**config.mk**
```make
export PLATFORM = sky130hd
export DESIGN_NAME = multi_client_watchdog_supervisor_top
export DESIGN_NICKNAME = d
export VERILOG_FILES = /design/src/rtl/mcws_pkg.sv /design/src/rtl/multi_client_watchdog_supervisor_top.sv /design/src/rtl/mcws_regs.sv /design/src/rtl/mcws_cell.sv
export SDC_FILE = /design/constraint.sdc
export NUM_CORES = 2
export LEC_CHECK = 0
export BUFFER_PORTS_ARGS = -buffer_cell sky130_fd_sc_hd__buf_4
export CAP_MARGIN = 20
export CELL_PAD_IN_SITES_DETAIL_PLACEMENT = 1
export CELL_PAD_IN_SITES_GLOBAL_PLACEMENT = 1
export CORE_ASPECT_RATIO = 0.75
export CORE_MARGIN = 2
export CORE_UTILIZATION = 38
export DETAILED_ROUTE_END_ITERATION = 16
export PLACE_DENSITY_LB_ADDON = 0.1
export RECOVER_POWER = 25
export SLEW_MARGIN = 30
export SYNTH_ARGS = -nofsm -noshare
export SYNTH_HDL_FRONTEND = slang
export SYNTH_SLANG_ARGS = --single-unit
```
**constraint.sdc**
```tcl
create_clock -name aclk -period 7.4 [get_ports aclk]
set_input_delay 1.48 -clock aclk [delete_from_list [all_inputs] [get_ports aclk]]
set_output_delay 1.48 -clock aclk [all_outputs]
set_load 0.02 [all_outputs]
```
**src/rtl/mcws_pkg.sv**
```systemverilog
package mcws_pkg;

    typedef logic [31:0] word_t;

    // Defaults for the top-level parameters.
    localparam int unsigned NUM_CLIENTS_DEF  = 3;
    localparam int unsigned TICK_RATE_HZ_DEF = 1000;

    // Limit registers exist for the largest supported client count.
    localparam int unsigned NUM_LIMITS = 3;
    localparam int unsigned MS_PER_S   = 1000;
    localparam int unsigned PADDR_W    = 4;

    // Request commands.
    localparam logic [1:0] CMD_TICK    = 2'd0;
    localparam logic [1:0] CMD_CHECKIN = 2'd1;
    localparam logic [1:0] CMD_CHECK   = 2'd2;
    localparam logic [1:0] CMD_NONE    = 2'd3;

    // Register indexes on the configuration port.
    localparam logic [1:0] REG_LIMIT_0 = 2'd0;
    localparam logic [1:0] REG_LIMIT_1 = 2'd1;
    localparam logic [1:0] REG_LIMIT_2 = 2'd2;
    localparam logic [1:0] REG_HW_WDT  = 2'd3;

    localparam logic [1:0]  NO_LATE     = 2'd3;
    localparam word_t       LIMIT_RESET = 32'd1000;

    // Controls broadcast from the sequencer to every cell.
    typedef struct packed {
        logic tick;
        logic load;
        logic shift;
    } cell_ctrl_t;

    // One result as it moves along the row of cells toward the output.
    typedef struct packed {
        word_t silence;
        word_t worst;
        logic  over;
    } slot_t;

endpackage

```
**src/rtl/multi_client_watchdog_supervisor_top.sv**
```systemverilog
// Watchdog supervisor for up to three clients. Each request is a tick advance,
// a client check-in or a periodic check. Ticks and check-ins return nothing. A
// check loads one result per client into a row of cells at once; the results
// then move one cell per accepted output toward the result port, client zero
// first, and no new request is taken until the last of them is accepted. The
// next request is taken in the same cycle as the last result of a check. The
// final result of each check carries the kick decision; once a client is found
// late, kicking stays off until reset.
// Registers on the APB port: limit for clients 0 to 2 at 0x0, 0x4, 0x8, and
// the hardware watchdog running flag at 0xC.
module multi_client_watchdog_supervisor_top #(
    parameter int unsigned NUM_CLIENTS  = mcws_pkg::NUM_CLIENTS_DEF,
    parameter int unsigned TICK_RATE_HZ = mcws_pkg::TICK_RATE_HZ_DEF
) (
    input  logic                         aclk,
    input  logic                         aresetn,

    input  logic                         s_valid,
    output logic                         s_ready,
    input  logic [1:0]                   s_cmd,
    input  logic [1:0]                   s_client_index,

    output logic                         m_valid,
    input  logic                         m_ready,
    output logic [1:0]                   m_client_id,
    output logic [31:0]                  m_silence_ms,
    output logic [31:0]                  m_worst_ms,
    output logic                         m_over_limit,
    output logic                         m_kick,
    output logic                         m_report_late,
    output logic [1:0]                   m_late_client,
    output logic [31:0]                  m_late_ms,
    output logic                         m_kicking_on,
    output logic [31:0]                  m_kick_total,
    output logic                         m_last_of_run,

    input  logic                         psel,
    input  logic                         penable,
    input  logic                         pwrite,
    input  logic [mcws_pkg::PADDR_W-1:0] paddr,
    input  logic [31:0]                  pwdata,
    output logic [31:0]                  prdata,
    output logic                         pready
);

    localparam int unsigned CNT_W = $clog2(NUM_CLIENTS + 1);

    mcws_pkg::word_t [mcws_pkg::NUM_LIMITS-1:0] limit;
    logic                                        hw_wdt_running;

    mcws_pkg::cell_ctrl_t       ctrl;
    mcws_pkg::slot_t            chain [NUM_CLIENTS+1];
    mcws_pkg::slot_t            head;
    logic [NUM_CLIENTS-1:0]     checkin;

    logic [CNT_W-1:0]           cnt_reg, cnt_next;
    logic [1:0]                 id_reg, id_next;
    logic                       late_seen_reg, late_seen_next;
    logic [1:0]                 late_id_reg, late_id_next;
    mcws_pkg::word_t            late_ms_reg, late_ms_next;
    logic                       kicking_en_reg, kicking_en_next;
    mcws_pkg::word_t            kick_cnt_reg, kick_cnt_next;

    logic                       in_acc;
    logic                       out_acc;
    logic                       busy;
    logic                       last;
    logic                       do_check;
    logic                       head_late;
    logic                       late_any;
    logic [1:0]                 late_id;
    mcws_pkg::word_t            late_val;
    logic                       kick_now;

    mcws_regs u_regs (
        .aclk           (aclk),
        .aresetn        (aresetn),
        .psel           (psel),
        .penable        (penable),
        .pwrite         (pwrite),
        .paddr          (paddr),
        .pwdata         (pwdata),
        .prdata         (prdata),
        .pready         (pready),
        .limit          (limit),
        .hw_wdt_running (hw_wdt_running)
    );

    assign busy    = (cnt_reg != '0);
    assign last    = (cnt_reg == CNT_W'(1));
    assign m_valid = busy;
    assign out_acc = m_valid && m_ready;
    assign s_ready = !busy || (out_acc && last);
    assign in_acc  = s_valid && s_ready;

    always_comb begin
        ctrl.tick = 1'b0;
        do_check  = 1'b0;
        if (in_acc) begin
            unique case (s_cmd)
                mcws_pkg::CMD_TICK:    ctrl.tick = 1'b1;
                mcws_pkg::CMD_CHECKIN: ctrl.tick = 1'b0;
                mcws_pkg::CMD_CHECK:   do_check  = 1'b1;
                mcws_pkg::CMD_NONE:    ctrl.tick = 1'b0;
            endcase
        end
        ctrl.load  = do_check;
        ctrl.shift = out_acc;
    end

    assign chain[NUM_CLIENTS] = '0;

    for (genvar g = 0; g < NUM_CLIENTS; g++) begin : g_cell
        assign checkin[g] = in_acc && (s_cmd == mcws_pkg::CMD_CHECKIN)
                            && (s_client_index == 2'(g));

        mcws_cell #(
            .TICK_RATE_HZ (TICK_RATE_HZ)
        ) u_cell (
            .aclk     (aclk),
            .aresetn  (aresetn),
            .ctrl     (ctrl),
            .checkin  (checkin[g]),
            .limit    (limit[g]),
            .slot_in  (chain[g+1]),
            .slot_out (chain[g])
        );
    end

    assign head = chain[0];

    // First late client of this check, including the result now at the head.
    assign head_late = !late_seen_reg && head.over;
    assign late_any  = late_seen_reg || head.over;
    assign late_id   = late_seen_reg ? late_id_reg : id_reg;
    assign late_val  = late_seen_reg ? late_ms_reg : head.silence;
    assign kick_now  = kicking_en_reg && !late_any && hw_wdt_running;

    always_comb begin
        cnt_next        = cnt_reg;
        id_next         = id_reg;
        late_seen_next  = late_seen_reg;
        late_id_next    = late_id_reg;
        late_ms_next    = late_ms_reg;
        kicking_en_next = kicking_en_reg;
        kick_cnt_next   = kick_cnt_reg;
        if (out_acc) begin
            cnt_next = cnt_reg - CNT_W'(1);
            id_next  = id_reg + 2'd1;
            if (head_late) begin
                late_seen_next = 1'b1;
                late_id_next   = id_reg;
                late_ms_next   = head.silence;
            end
            if (last) begin
                kick_cnt_next = kick_cnt_reg + {31'd0, kick_now};
                if (late_any) begin
                    kicking_en_next = 1'b0;
                end
            end
        end
        if (do_check) begin
            cnt_next       = CNT_W'(NUM_CLIENTS);
            id_next        = 2'd0;
            late_seen_next = 1'b0;
        end
    end

    always_ff @(posedge aclk) begin
        if (!aresetn) begin
            cnt_reg        <= '0;
            id_reg         <= '0;
            late_seen_reg  <= 1'b0;
            kicking_en_reg <= 1'b1;
            kick_cnt_reg   <= '0;
        end else begin
            cnt_reg        <= cnt_next;
            id_reg         <= id_next;
            late_seen_reg  <= late_seen_next;
            kicking_en_reg <= kicking_en_next;
            kick_cnt_reg   <= kick_cnt_next;
        end
    end

    always_ff @(posedge aclk) begin
        late_id_reg <= late_id_next;
        late_ms_reg <= late_ms_next;
    end

    assign m_client_id   = id_reg;
    assign m_silence_ms  = head.silence;
    assign m_worst_ms    = head.worst;
    assign m_over_limit  = head.over;
    assign m_last_of_run = last;
    assign m_kick        = last && kick_now;
    assign m_report_late = last && kicking_en_reg && late_any;
    assign m_late_client = (last && late_any) ? late_id : mcws_pkg::NO_LATE;
    assign m_late_ms     = (last && late_any) ? late_val : '0;
    assign m_kicking_on  = last ? (kicking_en_reg && !late_any) : kicking_en_reg;
    assign m_kick_total  = kick_cnt_reg + {31'd0, (last && kick_now)};

`ifndef SYNTHESIS
    a_last_is_final_client: assert property (@(posedge aclk) disable iff (!aresetn)
        (m_valid && m_last_of_run) |-> (m_client_id == 2'(NUM_CLIENTS - 1)))
        else $error("last result of a check does not describe the final client");

    a_kicking_stays_off: assert property (@(posedge aclk) disable iff (!aresetn)
        !kicking_en_reg |=> !kicking_en_reg)
        else $error("kicking was enabled again after it stopped");

    a_kick_count_only_at_end: assert property (@(posedge aclk) disable iff (!aresetn)
        !(out_acc && last) |=> $stable(kick_cnt_reg))
        else $error("kick counter changed outside the end of a check");

    a_no_request_mid_check: assert property (@(posedge aclk) disable iff (!aresetn)
        (busy && !(m_ready && last)) |-> !s_ready)
        else $error("request taken while check results are still pending");
`endif

endmodule

```
**src/rtl/mcws_regs.sv**
```systemverilog
module mcws_regs (
    input  logic                                      aclk,
    input  logic                                      aresetn,
    input  logic                                      psel,
    input  logic                                      penable,
    input  logic                                      pwrite,
    input  logic [mcws_pkg::PADDR_W-1:0]              paddr,
    input  logic [31:0]                               pwdata,
    output logic [31:0]                               prdata,
    output logic                                      pready,
    output mcws_pkg::word_t [mcws_pkg::NUM_LIMITS-1:0] limit,
    output logic                                      hw_wdt_running
);

    mcws_pkg::word_t [mcws_pkg::NUM_LIMITS-1:0] limit_reg, limit_next;
    logic                                        hw_wdt_reg, hw_wdt_next;
    logic                                        wr_en;
    logic [1:0]                                  reg_idx;

    assign pready  = 1'b1;
    assign wr_en   = psel && penable && pwrite;
    assign reg_idx = paddr[3:2];

    always_comb begin
        limit_next  = limit_reg;
        hw_wdt_next = hw_wdt_reg;
        if (wr_en) begin
            unique case (reg_idx)
                mcws_pkg::REG_LIMIT_0: limit_next[0] = pwdata;
                mcws_pkg::REG_LIMIT_1: limit_next[1] = pwdata;
                mcws_pkg::REG_LIMIT_2: limit_next[2] = pwdata;
                mcws_pkg::REG_HW_WDT:  hw_wdt_next   = pwdata[0];
            endcase
        end
    end

    always_ff @(posedge aclk) begin
        if (!aresetn) begin
            limit_reg  <= {mcws_pkg::NUM_LIMITS{mcws_pkg::LIMIT_RESET}};
            hw_wdt_reg <= 1'b1;
        end else begin
            limit_reg  <= limit_next;
            hw_wdt_reg <= hw_wdt_next;
        end
    end

    always_comb begin
        unique case (reg_idx)
            mcws_pkg::REG_LIMIT_0: prdata = limit_reg[0];
            mcws_pkg::REG_LIMIT_1: prdata = limit_reg[1];
            mcws_pkg::REG_LIMIT_2: prdata = limit_reg[2];
            mcws_pkg::REG_HW_WDT:  prdata = {31'd0, hw_wdt_reg};
        endcase
    end

    assign limit          = limit_reg;
    assign hw_wdt_running = hw_wdt_reg;

endmodule

```
**src/rtl/mcws_cell.sv**
```systemverilog
module mcws_cell #(
    parameter int unsigned TICK_RATE_HZ = mcws_pkg::TICK_RATE_HZ_DEF
) (
    input  logic                 aclk,
    input  logic                 aresetn,
    input  mcws_pkg::cell_ctrl_t ctrl,
    input  logic                 checkin,
    input  mcws_pkg::word_t      limit,
    input  mcws_pkg::slot_t      slot_in,
    output mcws_pkg::slot_t      slot_out
);

    // The silence in ms is kept as quotient and remainder of ticks*1000/rate,
    // so each tick adds a constant step instead of dividing.
    localparam int unsigned REM_W = (TICK_RATE_HZ > 1) ? $clog2(TICK_RATE_HZ) : 1;
    localparam int unsigned SUM_W = REM_W + 1;
    localparam mcws_pkg::word_t  STEP_Q = 32'(mcws_pkg::MS_PER_S / TICK_RATE_HZ);
    localparam logic [SUM_W-1:0] STEP_R = SUM_W'(mcws_pkg::MS_PER_S % TICK_RATE_HZ);
    localparam logic [SUM_W-1:0] RATE   = SUM_W'(TICK_RATE_HZ);

    mcws_pkg::word_t  ticks_reg, ticks_next;
    mcws_pkg::word_t  ms_reg, ms_next;
    logic [REM_W-1:0] rem_reg, rem_next;
    mcws_pkg::word_t  worst_reg, worst_next;
    mcws_pkg::slot_t  slot_reg, slot_next;

    logic [SUM_W-1:0] rem_sum;
    logic [SUM_W-1:0] rem_fix;
    logic             rem_carry;
    mcws_pkg::word_t  ms_step;
    mcws_pkg::word_t  worst_upd;

    assign rem_sum   = {1'b0, rem_reg} + STEP_R;
    assign rem_carry = (rem_sum >= RATE);
    assign rem_fix   = rem_carry ? (rem_sum - RATE) : rem_sum;
    assign ms_step   = ms_reg + STEP_Q + {31'd0, rem_carry};
    assign worst_upd = (ms_reg > worst_reg) ? ms_reg : worst_reg;

    always_comb begin
        ticks_next = ticks_reg;
        ms_next    = ms_reg;
        rem_next   = rem_reg;
        // A check-in, or the tick difference wrapping to zero, restarts the count.
        if (checkin || (ctrl.tick && (ticks_reg == '1))) begin
            ticks_next = '0;
            ms_next    = '0;
            rem_next   = '0;
        end else if (ctrl.tick) begin
            ticks_next = ticks_reg + 32'd1;
            ms_next    = ms_step;
            rem_next   = rem_fix[REM_W-1:0];
        end
    end

    always_comb begin
        worst_next = worst_reg;
        slot_next  = slot_reg;
        if (ctrl.load) begin
            worst_next        = worst_upd;
            slot_next.silence = ms_reg;
            slot_next.worst   = worst_upd;
            slot_next.over    = (ms_reg > limit);
        end else if (ctrl.shift) begin
            slot_next = slot_in;
        end
    end

    always_ff @(posedge aclk) begin
        if (!aresetn) begin
            ticks_reg <= '0;
            ms_reg    <= '0;
            rem_reg   <= '0;
            worst_reg <= '0;
        end else begin
            ticks_reg <= ticks_next;
            ms_reg    <= ms_next;
            rem_reg   <= rem_next;
            worst_reg <= worst_next;
        end
    end

    always_ff @(posedge aclk) begin
        slot_reg <= slot_next;
    end

    assign slot_out = slot_reg;

endmodule

```
==> metrics.md <==
| Metric | Value |
|---|---|
| Most common library cells after synthesis | `699 x nand2_1, 444 x dfxtp_1, 326 x nor2_1, 229 x edfxtp_1, 225 x inv_1` |
| Final Max Slew Viols | `around 300` |
| CTS buffer count | `74` |
| Reg2Reg Launch Point | `cnt_reg[0]` |
| Post-CTS Hold Buffers | `0` |
| CP Launch Type | `flip-flop` |
| Detail Route Antenna Nets | `0` |
| CTS Buffer Depth | `3` |
| Final Hold Viols | `0` |
| R2R setup slack | `about 2200 ps` |
| WL/cell | `a little over 20 um` |
| Std cell rows | `95` |
| Grt total ovfl | `0` |
| Sequential share of power | `between 40% and 50%` |
| Final setup TNS | `0 ps` |
| Clock skew | `between 20 and 25 ps` |
| RSZ-0062 raised after global routing | `false` |
| Cell internal pwr | `between 6000 and 7000 uW` |
| Drt total wl | `around 110,000 um` |
| Comb pwr share | `between 10% and 20%` |
| Fill count | `10,264` |
| Main synth FF type | `dfxtp_1` |
| Syn_nets | `roughly 4,000` |
| Seq/Total Area, Yosys | `46.2%` |
| VDD IR max | `0.139 mV` |
| Most common cell in the netlist | `nand2_1` |
| Yosys reg bits | `slightly below 700` |
| CP Data Arrival Time | `around 4300 ps` |
| Root Driver | `clkbuf_16` |
| Share of the synthesized area in the top cell type | `a little over a quarter` |
| Dominant cell type by area after synthesis | `dfxtp_1` |
| Number of synthesized flops with an enable pin | `between 200 and 250` |
| Crit share post-route | `78.4%` |
| DRT Pass-1 Iters | `5` |
| Die height | `around 260 um` |
| FFs w/ async S/R, synth | `0%` |
| IO buf count | `between 200 and 250` |
| Critical path peak fanout | `5` |
| GRT Total Usage | `between 20% and 30%` |
| Mapped cell area | `between 30,000 and 40,000 um2` |
| Post-Synthesis Cells | `3,781` |
| Pin count of the biggest net entering global routing | `92` |
| CTS tree | `built` |
| Maxcap violations | `5` |
| Vias/cell | `approximately 5.2` |
| CTS clk-pin slew, worst paths | `~60 ps` |
| Mean post-synth cell area | `between 9 and 10 um2` |
| DRC errors left | `0` |
| Layout cell share with drive strength beyond 1 | `8.13%` |
| Post-route cell area | `between 30,000 and 40,000 um2` |
| PwrDens | `~230 nW/um2` |
| HP Class | `flip-flop to flip-flop` |
| Number of antenna repair diodes | `0` |
| Number of setup violations in the final report | `0` |
| Worst setup EP type | `output pin` |
| Failing checks | `max-capacitance violations, max-slew violations` |
| First-pass GRT wire length | `approximately 160,000 um` |
| Slew @ Worst Pin | `4270 ps` |
| Die area | `roughly 92,000 um2` |
| Detail Placement HPWL | `roughly 77,000 um` |
| Clock sinks | `between 600 and 700` |
| Count of different cell masters after synthesis | `69` |
| Switch Pwr | `roughly 2400 uW` |
| Final nets | `between 4,000 and 5,000` |
| Relative slew slack | `-185%` |
| Static Leakage | `roughly 0.014 uW` |
| Final min period | `between 5000 and 6000 ps` |
| # IOs | `about 220` |
| RePlAce Congestion | `0.856` |
| Switching portion of total power | `between 20 and 30%` |
| H-tree levels | `3` |
| Area delta synth->final | `12.7%` |
| Max reg flops | `approximately 200` |
| Largest cells by area after synthesis | `dfxtp_1 26%, edfxtp_1 20%, ha_1 7.8%, nand2_1 7.7%, xor2_1 4.0%` |
| Crit path from | `u_regs.hw_wdt_running` |
| Initial antenna violation count | `7` |
| Clock share of power | `approximately two fifths` |
| Post-DP Area | `36,400 um2` |
| Chip Width | `350 um` |
| Effective utilization at floorplan | `38.2%` |
| Critical Path RT | `~6000 ps` |
| CORE AREA | `around 89,000 um2` |
| Vias | `about 27,000` |
| Run status | `finished with violations` |
| Vias in the first global route | `roughly 26,000` |
| Post_cts resized | `0` |
| WS Path Type | `flip-flop to output pin` |
| Setup Buffers After CTS | `0` |
| Worst-skew pair later-pin latency | `640 ps` |
| Starting DRT DRC Count | `approximately 1,700` |
| Synthesis Warnings | `0` |
| F_max | `about 170 MHz` |
| Hold Path Origin | `g_cell[1].u_cell.rem_reg[5]` |
-- cells by family after synthesis --
group,after synthesis,synth area share [%]
AO/OA/AOI/OAI,502,9.38
XOR/XNOR,233,5.98
adder cells (fa/ha/maj),213,7.81
buffers and inverters,487,6.29
flip-flops,673,46.2
multiplexers,128,3.79
other,1,0.0110
AND/OR/NAND/NOR,1544,20.6
-- layout by cell type, fill, tap and decap left out, types with 26 or more instances in the layout --
master | netlist | final
o211ai_1 | 26 | 26
clkbuf_1 | 140 | 93
a221o_1 | 64 | 64
nor2_1 | 326 | 326
clkbuf_16 | 0 | 75
a21o_1 | 31 | 31
o21ai_0 | 93 | 92
nand3_1 | 147 | 145
o31ai_1 | 33 | 33
inv_1 | 225 | 225
and3_1 | 67 | 67
dfxtp_1 | 444 | 443
nand4_1 | 87 | 87
a21oi_1 | 210 | 211
xnor2_1 | 79 | 79
buf_4 | 75 | 173
and4_1 | 26 | 26
nor4_1 | 47 | 48
xor2_1 | 154 | 154
mux2i_1 | 127 | 127
and2_0 | 1 | 32
edfxtp_1 | 229 | 229
nand2_1 | 699 | 698
ha_1 | 213 | 213
-- through the flow --
step                      cells  worst slack (ps)  power, uW  util, %  hold slack, ps
after floorplan            3781              1790       4980        -             406
after global placement     4984              2280       5370     40.8             419
after detailed placement   4984              2210       5390     40.8             420
after CTS                  5121              1500       9170     43.5             429
after global routing       5122              1150       9340     43.1             442
final                      5122              1600       9000     43.1             427
-- worst paths after layout --
kind	endpoint	cells past startpoint
worst min register to register	g_cell[1].u_cell.rem_reg[5]	2
worst min-delay path	g_cell[1].u_cell.rem_reg[5]	2
worst max register to register	g_cell[2].u_cell.worst_reg[6]	7
worst max-delay path	m_kick_total[20]	13
-- worst max-delay path, stage by stage (launching register included) --
cell     delay (ps)
dfxtp_1         680
nand2_1         100
nor3_1          240
and2_1          190
ha_1            210
ha_1            220
nand3_1         120
or2_2           360
nor3_1          370
nand3_1         320
nor2_1          420
nand3_1         150
xnor2_1         160
buf_4           160
-- area by class of cell --
| type | count | area [um2] | share of cell area, % |
|---|---|---|---|
| multi-input combinational | 2621 | 16300 | 42.3 |
| sequential | 673 | 15800 | 41.0 |
| clock buffer | 95 | 2000 | 5.20 |
| timing repair buffer | 253 | 1630 | 4.24 |
| tap | 1212 | 1520 | 3.94 |
| inverter | 226 | 851 | 2.21 |
| clock inverter | 42 | 413 | 1.07 |
-- power by group through the flow --
stage          Combinational (uW)  Sequential (uW)  Clock [uW]
4_1_cts                      1020             4290        3860
3_5_place_dp                 1020             4370           0
5_1_grt                      1030             4310        4000
3_3_place_gp                 1010             4360           0
2_1_floorplan                 667             4310           0
6_report                      949             4290        3760
-- per-layer routing --
metal | track usage [%] | wire (um)
met2 | 30.9 | 41200
met3 | 2.79 | 4690
met5 | 0 | 0
met4 | 4.92 | 1950
met1 | 37.1 | 57500
No activity file was read; power rests on OpenSTA's default activity.
